## src/rtl/gzd_pkg.sv

```systemverilog
// Shared constants, types and functions of the gzip member deframer.
package gzd_pkg;

   localparam int TRAILER_BYTES = 8;
   localparam int FILL_W        = $clog2(TRAILER_BYTES + 1);
   localparam int FIFO_DEPTH    = 4;
   localparam int FIFO_AW       = $clog2(FIFO_DEPTH);

   localparam logic [7:0]  MAGIC1_BYTE  = 8'h1f;
   localparam logic [7:0]  MAGIC2_BYTE  = 8'h8b;
   localparam logic [7:0]  METHOD_BYTE  = 8'h08;
   localparam logic [7:0]  FL_HCRC      = 8'h02;
   localparam logic [7:0]  FL_EXTRA     = 8'h04;
   localparam logic [7:0]  FL_NAME      = 8'h08;
   localparam logic [7:0]  FL_COMMENT   = 8'h10;
   localparam logic [7:0]  FL_RESERVED  = 8'he0;
   localparam logic [15:0] FIXED_BYTES  = 16'd6;
   localparam logic [31:0] CRC_POLY     = 32'hedb88320;
   localparam logic [31:0] CRC_INIT     = 32'hffffffff;
   localparam logic [31:0] MAX_SIZE_RST = 32'h10000000;

   localparam logic [3:0] PH_MAGIC1  = 4'd0;
   localparam logic [3:0] PH_MAGIC2  = 4'd1;
   localparam logic [3:0] PH_METHOD  = 4'd2;
   localparam logic [3:0] PH_FLAGS   = 4'd3;
   localparam logic [3:0] PH_FIXED   = 4'd4;
   localparam logic [3:0] PH_XLEN_LO = 4'd5;
   localparam logic [3:0] PH_XLEN_HI = 4'd6;
   localparam logic [3:0] PH_EXTRA   = 4'd7;
   localparam logic [3:0] PH_NAME    = 4'd8;
   localparam logic [3:0] PH_COMMENT = 4'd9;
   localparam logic [3:0] PH_HCRC_LO = 4'd10;
   localparam logic [3:0] PH_HCRC_HI = 4'd11;
   localparam logic [3:0] PH_PAYLOAD = 4'd12;

   localparam logic [1:0] ST_OK        = 2'd0;
   localparam logic [1:0] ST_MALFORMED = 2'd1;
   localparam logic [1:0] ST_LIMIT     = 2'd2;

   localparam logic KIND_PAYLOAD = 1'b0;
   localparam logic KIND_REPORT  = 1'b1;

   // Everything one accepted item causes: an optional payload byte and an optional report.
   typedef struct packed {
      logic        pay;
      logic [7:0]  data;
      logic        rep;
      logic [1:0]  status;
      logic [31:0] crc;
      logic [31:0] size;
   } evt_type;

   function automatic logic [31:0] crc_byte(input logic [31:0] c, input logic [7:0] b);
      logic [31:0] r;
      r = c ^ {24'd0, b};
      for (int k = 0; k < 8; k++) begin
         r = (r >> 1) ^ (CRC_POLY & {32{r[0]}});
      end
      return r;
   endfunction

   // First optional field after the given phase that the flags ask for.
   function automatic logic [3:0] next_field(input logic [3:0] after, input logic [7:0] flags);
      logic [3:0] ph;
      if (after < PH_XLEN_LO && (flags & FL_EXTRA) != 8'd0) begin
         ph = PH_XLEN_LO;
      end else if (after < PH_NAME && (flags & FL_NAME) != 8'd0) begin
         ph = PH_NAME;
      end else if (after < PH_COMMENT && (flags & FL_COMMENT) != 8'd0) begin
         ph = PH_COMMENT;
      end else if (after < PH_HCRC_LO && (flags & FL_HCRC) != 8'd0) begin
         ph = PH_HCRC_LO;
      end else begin
         ph = PH_PAYLOAD;
      end
      return ph;
   endfunction

endpackage

```

## src/rtl/gzd_ifs.sv

```systemverilog
// Handshake interfaces of the input and result channels.
interface gzd_req_if;
   logic       valid;
   logic       ready;
   logic [7:0] in_byte;
   logic       in_last;
   modport source(output valid, in_byte, in_last, input ready);
   modport sink(input valid, in_byte, in_last, output ready);
endinterface

interface gzd_rsp_if;
   logic        valid;
   logic        ready;
   logic        kind;
   logic [7:0]  data_byte;
   logic [1:0]  status;
   logic [31:0] expected_crc;
   logic [31:0] expected_size;
   modport source(output valid, kind, data_byte, status, expected_crc, expected_size,
                  input ready);
   modport sink(input valid, kind, data_byte, status, expected_crc, expected_size,
                output ready);
endinterface

```

## src/rtl/gzip_member_deframer.sv

```systemverilog
// Top level of the gzip member deframer: front parser, item queue and result back end.
// Usage:
//   req_ch carries one byte of a gzip member per item (in_byte), in_last on the final byte.
//   rsp_ch carries result items: kind 0 is a deflate payload byte in data_byte, kind 1 is the
//   end-of-member report with status, expected_crc and expected_size.
//   csr_we/csr_wdata write max_output_size; write it only while no item is in flight.
// Timing:
//   The eight trailer bytes are held back, so a payload byte leaves eight input items later.
//   From acceptance, a result passes through the queue and then the output register to rsp_ch.
//   One input item per cycle is taken while the queue is not full; an item that yields both
//   a payload byte and the report gives two result items, payload byte first. The four-entry
//   queue between the parser and the output register absorbs short output stalls.
// Reset:
//   Synchronous reset clears the parser, the queue and the output valid, and sets
//   max_output_size to 0x10000000. After each report the parser starts a new member.
// Backpressure:
//   While rsp_ch.ready is low the output register holds its item; the queue fills and
//   req_ch.ready drops once it is full.
module gzip_member_deframer import gzd_pkg::*; (
   input  logic        clock,
   input  logic        reset,
   gzd_req_if.sink     req_ch,
   gzd_rsp_if.source   rsp_ch,
   input  logic        csr_we,
   input  logic [31:0] csr_wdata
);

   logic    q_push, q_full, q_pop, q_empty;
   evt_type q_evt, q_head;

   gzd_front u_front (
      .clock     (clock),
      .reset     (reset),
      .req_ch    (req_ch),
      .csr_we    (csr_we),
      .csr_wdata (csr_wdata),
      .q_full    (q_full),
      .q_push    (q_push),
      .q_evt     (q_evt)
   );

   gzd_queue u_queue (
      .clock    (clock),
      .reset    (reset),
      .push     (q_push),
      .push_evt (q_evt),
      .full     (q_full),
      .pop      (q_pop),
      .head_evt (q_head),
      .empty    (q_empty)
   );

   gzd_back u_back (
      .clock    (clock),
      .reset    (reset),
      .head_evt (q_head),
      .empty    (q_empty),
      .pop      (q_pop),
      .rsp_ch   (rsp_ch)
   );

endmodule

```

## src/rtl/gzd_front.sv

```systemverilog
// Front part: trailer delay line, header parser, size limit register and item classification.
module gzd_front import gzd_pkg::*; (
   input  logic        clock,
   input  logic        reset,
   gzd_req_if.sink     req_ch,
   input  logic        csr_we,
   input  logic [31:0] csr_wdata,
   input  logic        q_full,
   output logic        q_push,
   output evt_type     q_evt
);

   logic [7:0]        line_ff [TRAILER_BYTES];
   logic [7:0]        line_in [TRAILER_BYTES];
   logic [FILL_W-1:0] fill_ff, fill_in;
   logic [3:0]        phase_ff, phase_in;
   logic [15:0]       count_ff, count_in;
   logic [7:0]        flags_ff, flags_in;
   logic [31:0]       hcrc_ff, hcrc_in;
   logic [7:0]        hcrc_low_ff, hcrc_low_in;
   logic              err_ff, err_in;
   logic [31:0]       max_size_ff;

   logic              accept;
   logic              line_full;
   logic              full_after;
   logic [7:0]        leaving;
   logic [15:0]       cnt_next;
   logic [31:0]       tr_crc, tr_size;

   assign req_ch.ready = !q_full;
   assign accept       = req_ch.valid && req_ch.ready;
   assign line_full    = (fill_ff == FILL_W'(TRAILER_BYTES));
   assign leaving      = line_ff[0];

   always_comb begin
      for (int i = 0; i < TRAILER_BYTES - 1; i++) begin
         line_in[i] = line_ff[i+1];
      end
      line_in[TRAILER_BYTES-1] = req_ch.in_byte;
      fill_in     = line_full ? fill_ff : fill_ff + FILL_W'(1);
      full_after  = (fill_in == FILL_W'(TRAILER_BYTES));
      phase_in    = phase_ff;
      count_in    = count_ff;
      flags_in    = flags_ff;
      hcrc_in     = hcrc_ff;
      hcrc_low_in = hcrc_low_ff;
      err_in      = err_ff;
      cnt_next    = 16'd0;
      q_evt       = '0;

      if (line_full && !err_ff) begin
         if (phase_ff < PH_HCRC_LO) begin
            hcrc_in = crc_byte(hcrc_ff, leaving);
         end
         case (phase_ff)
            PH_MAGIC1: begin
               if (leaving != MAGIC1_BYTE) err_in = 1'b1; else phase_in = PH_MAGIC2;
            end
            PH_MAGIC2: begin
               if (leaving != MAGIC2_BYTE) err_in = 1'b1; else phase_in = PH_METHOD;
            end
            PH_METHOD: begin
               if (leaving != METHOD_BYTE) err_in = 1'b1; else phase_in = PH_FLAGS;
            end
            PH_FLAGS: begin
               flags_in = leaving;
               if ((leaving & FL_RESERVED) != 8'd0) begin
                  err_in = 1'b1;
               end else begin
                  count_in = 16'd0;
                  phase_in = PH_FIXED;
               end
            end
            PH_FIXED: begin
               cnt_next = count_ff + 16'd1;
               count_in = cnt_next;
               if (cnt_next >= FIXED_BYTES) phase_in = next_field(PH_FIXED, flags_ff);
            end
            PH_XLEN_LO: begin
               count_in = {8'd0, leaving};
               phase_in = PH_XLEN_HI;
            end
            PH_XLEN_HI: begin
               cnt_next = {leaving, count_ff[7:0]};
               count_in = cnt_next;
               if (cnt_next == 16'd0) phase_in = next_field(PH_EXTRA, flags_ff);
               else phase_in = PH_EXTRA;
            end
            PH_EXTRA: begin
               cnt_next = count_ff - 16'd1;
               count_in = cnt_next;
               if (cnt_next == 16'd0) phase_in = next_field(PH_EXTRA, flags_ff);
            end
            PH_NAME: begin
               if (leaving == 8'd0) phase_in = next_field(PH_NAME, flags_ff);
            end
            PH_COMMENT: begin
               if (leaving == 8'd0) phase_in = next_field(PH_COMMENT, flags_ff);
            end
            PH_HCRC_LO: begin
               hcrc_low_in = leaving;
               phase_in    = PH_HCRC_HI;
            end
            PH_HCRC_HI: begin
               if (~hcrc_ff[15:0] != {leaving, hcrc_low_ff}) err_in = 1'b1;
               else phase_in = PH_PAYLOAD;
            end
            PH_PAYLOAD: begin
               q_evt.pay  = 1'b1;
               q_evt.data = leaving;
            end
            default: begin
               err_in = 1'b1;
            end
         endcase
      end

      tr_crc  = {line_in[3], line_in[2], line_in[1], line_in[0]};
      tr_size = {line_in[7], line_in[6], line_in[5], line_in[4]};

      if (req_ch.in_last) begin
         q_evt.rep = 1'b1;
         if (full_after) begin
            q_evt.crc  = tr_crc;
            q_evt.size = tr_size;
         end
         if (err_in || !full_after || phase_in != PH_PAYLOAD) begin
            q_evt.status = ST_MALFORMED;
         end else if (tr_size > max_size_ff) begin
            q_evt.status = ST_LIMIT;
         end else begin
            q_evt.status = ST_OK;
         end
         fill_in     = '0;
         phase_in    = PH_MAGIC1;
         count_in    = 16'd0;
         flags_in    = 8'd0;
         hcrc_in     = CRC_INIT;
         hcrc_low_in = 8'd0;
         err_in      = 1'b0;
      end
   end

   assign q_push = accept && (q_evt.pay || q_evt.rep);

   always_ff @(posedge clock) begin
      if (reset) begin
         max_size_ff <= MAX_SIZE_RST;
      end else if (csr_we) begin
         max_size_ff <= csr_wdata;
      end
   end

   always_ff @(posedge clock) begin
      if (accept) begin
         for (int i = 0; i < TRAILER_BYTES; i++) begin
            line_ff[i] <= line_in[i];
         end
      end
   end

   always_ff @(posedge clock) begin
      if (reset) begin
         fill_ff     <= '0;
         phase_ff    <= PH_MAGIC1;
         count_ff    <= 16'd0;
         flags_ff    <= 8'd0;
         hcrc_ff     <= CRC_INIT;
         hcrc_low_ff <= 8'd0;
         err_ff      <= 1'b0;
      end else if (accept) begin
         fill_ff     <= fill_in;
         phase_ff    <= phase_in;
         count_ff    <= count_in;
         flags_ff    <= flags_in;
         hcrc_ff     <= hcrc_in;
         hcrc_low_ff <= hcrc_low_in;
         err_ff      <= err_in;
      end
   end

   a_pay_needs_full_line: assert property (@(posedge clock) disable iff (reset)
      q_push && q_evt.pay |-> line_full && !err_ff)
      else $error("payload item before trailer line filled");

   a_report_restarts: assert property (@(posedge clock) disable iff (reset)
      q_push && q_evt.rep |=> fill_ff == '0 && phase_ff == PH_MAGIC1 && !err_ff)
      else $error("member state not cleared after report");

   a_fill_bound: assert property (@(posedge clock) disable iff (reset)
      fill_ff <= FILL_W'(TRAILER_BYTES))
      else $error("delay fill beyond trailer length");

endmodule

```

## src/rtl/gzd_queue.sv

```systemverilog
// Short queue of classified items between front and back.
module gzd_queue import gzd_pkg::*; (
   input  logic    clock,
   input  logic    reset,
   input  logic    push,
   input  evt_type push_evt,
   output logic    full,
   input  logic    pop,
   output evt_type head_evt,
   output logic    empty
);

   evt_type            mem_ff [FIFO_DEPTH];
   logic [FIFO_AW-1:0] wr_ptr_ff, rd_ptr_ff;
   logic [FIFO_AW:0]   count_ff;

   assign full     = (count_ff == (FIFO_AW+1)'(FIFO_DEPTH));
   assign empty    = (count_ff == '0);
   assign head_evt = mem_ff[rd_ptr_ff];

   always_ff @(posedge clock) begin
      if (push) begin
         mem_ff[wr_ptr_ff] <= push_evt;
      end
   end

   always_ff @(posedge clock) begin
      if (reset) begin
         wr_ptr_ff <= '0;
         rd_ptr_ff <= '0;
         count_ff  <= '0;
      end else begin
         if (push) wr_ptr_ff <= wr_ptr_ff + FIFO_AW'(1);
         if (pop)  rd_ptr_ff <= rd_ptr_ff + FIFO_AW'(1);
         if (push && !pop)      count_ff <= count_ff + (FIFO_AW+1)'(1);
         else if (pop && !push) count_ff <= count_ff - (FIFO_AW+1)'(1);
      end
   end

   a_no_overflow: assert property (@(posedge clock) disable iff (reset)
      push |-> !full)
      else $error("item pushed into full queue");

   a_no_underflow: assert property (@(posedge clock) disable iff (reset)
      pop |-> !empty)
      else $error("item popped from empty queue");

   a_count_bound: assert property (@(posedge clock) disable iff (reset)
      count_ff <= (FIFO_AW+1)'(FIFO_DEPTH))
      else $error("queue count beyond depth");

endmodule

```

## src/rtl/gzd_back.sv

```systemverilog
// Back part: splits queued items into result items and holds them in the output register.
module gzd_back import gzd_pkg::*; (
   input  logic    clock,
   input  logic    reset,
   input  evt_type head_evt,
   input  logic    empty,
   output logic    pop,
   gzd_rsp_if.source rsp_ch
);

   logic        out_valid_ff, out_valid_in;
   logic        pay_done_ff, pay_done_in;
   logic        kind_ff, kind_in;
   logic [7:0]  data_ff, data_in;
   logic [1:0]  status_ff, status_in;
   logic [31:0] crc_ff, crc_in;
   logic [31:0] size_ff, size_in;
   logic        load, take;

   assign load = !out_valid_ff || rsp_ch.ready;
   assign take = load && !empty;

   always_comb begin
      out_valid_in = load ? !empty : out_valid_ff;
      pay_done_in  = pay_done_ff;
      pop          = 1'b0;
      kind_in      = kind_ff;
      data_in      = data_ff;
      status_in    = status_ff;
      crc_in       = crc_ff;
      size_in      = size_ff;
      if (take) begin
         if (head_evt.pay && !pay_done_ff) begin
            kind_in   = KIND_PAYLOAD;
            data_in   = head_evt.data;
            status_in = ST_OK;
            crc_in    = 32'd0;
            size_in   = 32'd0;
            if (head_evt.rep) pay_done_in = 1'b1;
            else pop = 1'b1;
         end else begin
            kind_in     = KIND_REPORT;
            data_in     = 8'd0;
            status_in   = head_evt.status;
            crc_in      = head_evt.crc;
            size_in     = head_evt.size;
            pop         = 1'b1;
            pay_done_in = 1'b0;
         end
      end
   end

   always_ff @(posedge clock) begin
      if (reset) begin
         out_valid_ff <= 1'b0;
         pay_done_ff  <= 1'b0;
      end else begin
         out_valid_ff <= out_valid_in;
         pay_done_ff  <= pay_done_in;
      end
   end

   always_ff @(posedge clock) begin
      kind_ff   <= kind_in;
      data_ff   <= data_in;
      status_ff <= status_in;
      crc_ff    <= crc_in;
      size_ff   <= size_in;
   end

   assign rsp_ch.valid         = out_valid_ff;
   assign rsp_ch.kind          = kind_ff;
   assign rsp_ch.data_byte     = data_ff;
   assign rsp_ch.status        = status_ff;
   assign rsp_ch.expected_crc  = crc_ff;
   assign rsp_ch.expected_size = size_ff;

   a_split_holds_head: assert property (@(posedge clock) disable iff (reset)
      pay_done_ff |-> !empty && head_evt.rep)
      else $error("pending report lost its queue entry");

   a_split_order: assert property (@(posedge clock) disable iff (reset)
      pay_done_ff && take |-> kind_in == KIND_REPORT && pop)
      else $error("report not sent after its payload byte");

   a_payload_clean: assert property (@(posedge clock) disable iff (reset)
      out_valid_ff && kind_ff == KIND_PAYLOAD |-> status_ff == ST_OK && size_ff == 32'd0)
      else $error("payload result carries report fields");

endmodule

```

## src/flat_wrapper.sv

```systemverilog
// flat-port wrapper written by rule: the top's interface ports become plain ports
module gzip_member_deframer_flat import gzd_pkg::*;
  (clock, reset, csr_we, csr_wdata, req_ch_valid, req_ch_in_byte, req_ch_in_last, req_ch_ready, rsp_ch_valid, rsp_ch_kind, rsp_ch_data_byte, rsp_ch_status, rsp_ch_expected_crc, rsp_ch_expected_size, rsp_ch_ready);
  gzd_req_if req_ch_i ();
  gzd_rsp_if rsp_ch_i ();
  input  logic clock;
  input  logic reset;
  input  logic csr_we;
  input  logic [31:0] csr_wdata;
  input wire logic [$bits(req_ch_i.valid)-1:0] req_ch_valid;
  input wire logic [$bits(req_ch_i.in_byte)-1:0] req_ch_in_byte;
  input wire logic [$bits(req_ch_i.in_last)-1:0] req_ch_in_last;
  output wire logic [$bits(req_ch_i.ready)-1:0] req_ch_ready;
  output wire logic [$bits(rsp_ch_i.valid)-1:0] rsp_ch_valid;
  output wire logic [$bits(rsp_ch_i.kind)-1:0] rsp_ch_kind;
  output wire logic [$bits(rsp_ch_i.data_byte)-1:0] rsp_ch_data_byte;
  output wire logic [$bits(rsp_ch_i.status)-1:0] rsp_ch_status;
  output wire logic [$bits(rsp_ch_i.expected_crc)-1:0] rsp_ch_expected_crc;
  output wire logic [$bits(rsp_ch_i.expected_size)-1:0] rsp_ch_expected_size;
  input wire logic [$bits(rsp_ch_i.ready)-1:0] rsp_ch_ready;
  assign req_ch_i.valid = req_ch_valid;
  assign req_ch_i.in_byte = req_ch_in_byte;
  assign req_ch_i.in_last = req_ch_in_last;
  assign req_ch_ready = req_ch_i.ready;
  assign rsp_ch_valid = rsp_ch_i.valid;
  assign rsp_ch_kind = rsp_ch_i.kind;
  assign rsp_ch_data_byte = rsp_ch_i.data_byte;
  assign rsp_ch_status = rsp_ch_i.status;
  assign rsp_ch_expected_crc = rsp_ch_i.expected_crc;
  assign rsp_ch_expected_size = rsp_ch_i.expected_size;
  assign rsp_ch_i.ready = rsp_ch_ready;
  gzip_member_deframer u_core (.clock(clock), .reset(reset), .req_ch(req_ch_i), .rsp_ch(rsp_ch_i), .csr_we(csr_we), .csr_wdata(csr_wdata));
endmodule
```

## config.mk

```make
export PLATFORM = sky130hd
export DESIGN_NAME = gzip_member_deframer_flat
export DESIGN_NICKNAME = d
export VERILOG_FILES = /design/src/rtl/gzd_pkg.sv /design/src/rtl/gzd_ifs.sv /design/src/rtl/gzip_member_deframer.sv /design/src/rtl/gzd_front.sv /design/src/rtl/gzd_queue.sv /design/src/rtl/gzd_back.sv /design/src/flat_wrapper.sv
export SDC_FILE = /design/constraint.sdc
export NUM_CORES = 1
export LEC_CHECK = 0
export BUFFER_PORTS_ARGS = -buffer_cell sky130_fd_sc_hd__buf_2
export CORE_MARGIN = 2
export CORE_UTILIZATION = 40
export DETAILED_ROUTE_END_ITERATION = 8
export MAX_ROUTING_LAYER = met4
export PLACE_DENSITY_LB_ADDON = 0.08
export SETUP_SLACK_MARGIN = 0.4
export SLEW_MARGIN = 0
export SYNTH_ARGS = -nofsm -noshare
export SYNTH_HDL_FRONTEND = slang
export SYNTH_HIERARCHICAL = 1
export SYNTH_SLANG_ARGS = --single-unit
```

## constraint.sdc

```tcl
create_clock -name clock -period 8.2 [get_ports clock]
set_input_delay 2.46 -clock clock [delete_from_list [all_inputs] [get_ports clock]]
set_output_delay 2.46 -clock clock [all_outputs]
set_load 0.1 [all_outputs]
```

==> impl_metrics.toml <==
[timing]
max_freq_mhz = 216.6
finalWorstPathRequiredPeriod_ps = 4617
finClkSkew_ps = 16.09
report.final.slew_viol_count = 0
tightest_slew_ps = 1147
setup_tns_ps = 0
period_share_pct = 56.30
finalHoldViolCount = 0
setup-violations-final = 0
slew_headroom_pct = 22.87
rsz0062_at_grt = "false"

[outcome]
status = "complete, no violations"

[route]
drt_iter0_markers = 884
num_vias = 14010
wl_per_cell_um = 21.93
highest_layer = "met4"
dr_wl_met3_um = 2776
wirelength_um = 57700
dr.pass1.iters = 5
wl_met2_um = 27390
viasPerCell = 5.323
drt-met1-wl_um = 26480
drc = 0
antenna_left = 0

[clock_tree]
cts_tree = "yes"
clk_pin_slew_ps = 60
cts_made_buffers = 59
h-tree-depth = 2
cts.hold.buffers_added = 0
cts_root_buf = "clkbuf_16"
clock_latency_ps = 630
cts_buffer_depth = 3
cts.sink_count = 555
cts_resized = 0
post_cts_buffers = 0

[global_routing]
grt_pass1_vias = 14410
antenna_found_initial = 1
grt_pass1_wl_um = 88500
track_usage_pct = 19.11
overflow = 0
grt_max_degree = 79

[critical_path]
startpoint = "req_ch_in_last"
worstSetupStartpointType = "primary input"
crit_arrival_ps = 4890
worstSetupPathType = "primary input to register"
worstPathMaxFanout = 47
end_kind = "register"
reg2reg_from = "u_core/u_front/count_ff[2]"
worstPathRequired_ps = 8470

[final_layout]
layout_common_cells = "443 x edfxtp_1, 128 x and2_1, 124 x nor2_1, 122 x buf_2, 110 x dfxtp_1"
antennaDiodeCount = 0
areaGrowthSynthToFinish_pct = 12.73
final_util_pct = 45.48
final_common_cell = "edfxtp_1"
final_cell_area_um2 = 27350
fin_nets = 1889
drive_gt1_share_pct = 19.85

[synth]
yosys_warnings = 6
synth_ff_type = "edfxtp_1"
synthesis.instances = 1693
synth.area.mux_share_pct = 8.830
synth_cell_types = 99
synth_compound_area_share_pct = 5.658
yosysSeqAreaShare_pct = 64.08
ys_ff_latch = 555
synth-simple-area-share_pct = 11.70
synth_top_family_by_area = "simple AND/OR/NAND/NOR gates"
synthAdderAreaFrac_pct = 2.342
synth_xor_area_share_pct = 4.033
synth-edff-count = 443
synthArstFlopShare_pct = 0
avgSynthCellArea_um2 = 14.33
syn_area_um2 = 24260
syn_nets = 1783

[floorplan]
die_area_um2 = 62640
fp.dieW_um = 250.3
initial_utilization_pct = 40.34
floorplan.core_area_um2 = 60130
rows = 90
die_h_um = 250.3
io_pins = 123

[hold_path]
hp-class = "register to register"
min_from = "u_core/u_front/line_ff[1][6]"

[placed_design]
placement.io_buffers = 122
dp_hpwl_um = 35800
dpl-instance-area_um2 = 25420
place_congestion = 0.8849

[flow_run]
max-cap-violations = 0

[power]
p_leak_nw = 9.723
power_density_nw_per_um2 = 348.6
ir_drop_mv = 0.1840
[flip-flops by register name, indices dropped and copies added, names as in the netlist, 2 cells and up, named ones only]
register                            flops
u_core/u_queue/mem_ff                 304
u_core/u_front/line_ff                 64
u_core/u_back/rsp_ch.expected_crc      32
u_core/u_back/rsp_ch.expected_size     32
u_core/u_front/hcrc_ff                 32
u_core/u_front/max_size_ff             32
u_core/u_front/count_ff                16
u_core/u_back/rsp_ch.data_byte          8
u_core/u_front/hcrc_low_ff              8
u_core/u_front/fill_ff                  4
u_core/u_front/flags_ff                 4
u_core/u_front/phase_ff                 4
u_core/u_queue/count_ff                 3
u_core/u_back/rsp_ch.status             2
u_core/u_queue/rd_ptr_ff                2
u_core/u_queue/wr_ptr_ff                2
[final timing paths]
path / to / slack, ps / cells after the start
setup / recovery: u_core/u_queue/mem_ff[0][2] / 3580 / 6
hold / removal: u_core/u_front/line_ff[0][30] / 440 / 0
setup reg to reg: u_core/u_queue/mem_ff[0][64] / 4060 / 8
hold reg to reg: u_core/u_front/line_ff[0][30] / 440 / 0
[cells by family after synthesis]
logic type | Yosys count
fa+ha+maj | 45
simple gates | 506
xor+xnor | 110
mux | 119
flops | 555
compound gates | 208
buf+inv | 150
[per-layer routing]
| layer | vias to the layer above | global-route usage, % |
|---|---|---|
| met4 | 0 | 4.363 |
| met5 | - | - |
| met1 | 7049 | 25.87 |
| met3 | 89 | 3.429 |
| li1 | 6543 | - |
| met2 | 325 | 30.16 |
[cells in the mapped netlist, drive strengths merged, types with 5 or more instances]
library cell  number  share of area [%]
inv               49               0.76
o21a               5               0.15
a21o              10               0.31
nand3             20               0.41
mux2i             43                1.8
nor2             126                1.9
and3               6               0.16
ha                43                2.2
clkbuf            57               0.94
buf               42                1.6
xnor2             93                3.4
mux4              76                7.1
o22ai             19               0.49
and2             153                4.2
a211oi             5               0.15
o21ai             49                1.0
edfxtp           443                 55
a22oi             11               0.34
o211ai             5               0.15
dfxtp            112                9.2
nand2b             7               0.18
nor2b             10               0.27
o221ai             6               0.22
nor3              47                1.0
nor4              18               0.60
or3                6               0.15
nand4             13               0.34
nand2             63                1.0
a21oi             49                1.0
or2                6               0.15
xor2              16               0.58
nor3b              5               0.15
a31oi              8               0.21
and2b              5               0.17
[final cells by class]
| cell class | count | area [um^2] |
|---|---|---|
| multi-input cells | 988 | 7926 |
| repair buffers | 144 | 775.7 |
| fillers | 5501 | 32790 |
| clock inverters | 34 | 327.8 |
| well taps | 782 | 978.4 |
| inverters | 51 | 191.4 |
| flip-flops and latches | 555 | 15550 |
| clock buffers | 77 | 1595 |
[metrics by stage]
stage	hold WS, ps	cells	setup slack (ps)	total power, mW
finish	436.7	2631	3583	9.535
detailed placement	425.5	2520	2871	6.998
global route	445.0	2631	3383	9.941
CTS	438.9	2631	3551	9.682
floorplan	417.4	1693	2046	6.419
global placement	433.0	2520	2900	6.994
[where the power goes]
| part | leakage (nW) | internal (mW) | switching, mW | total [mW] |
|---|---|---|---|---|
| combinational | 3.42 | 0.811 | 2.30 | 3.11 |
| clock | 0.954 | 1.53 | 1.11 | 2.64 |
| sequential | 5.35 | 3.53 | 0.246 | 3.78 |
[critical path, stage by stage]
cell    delay [ps]
buf_2           80
buf_4          390
nor2_1         100
nor2_1         410
and2_4         830
buf_4          560
No activity file was read; power rests on OpenSTA's default activity.
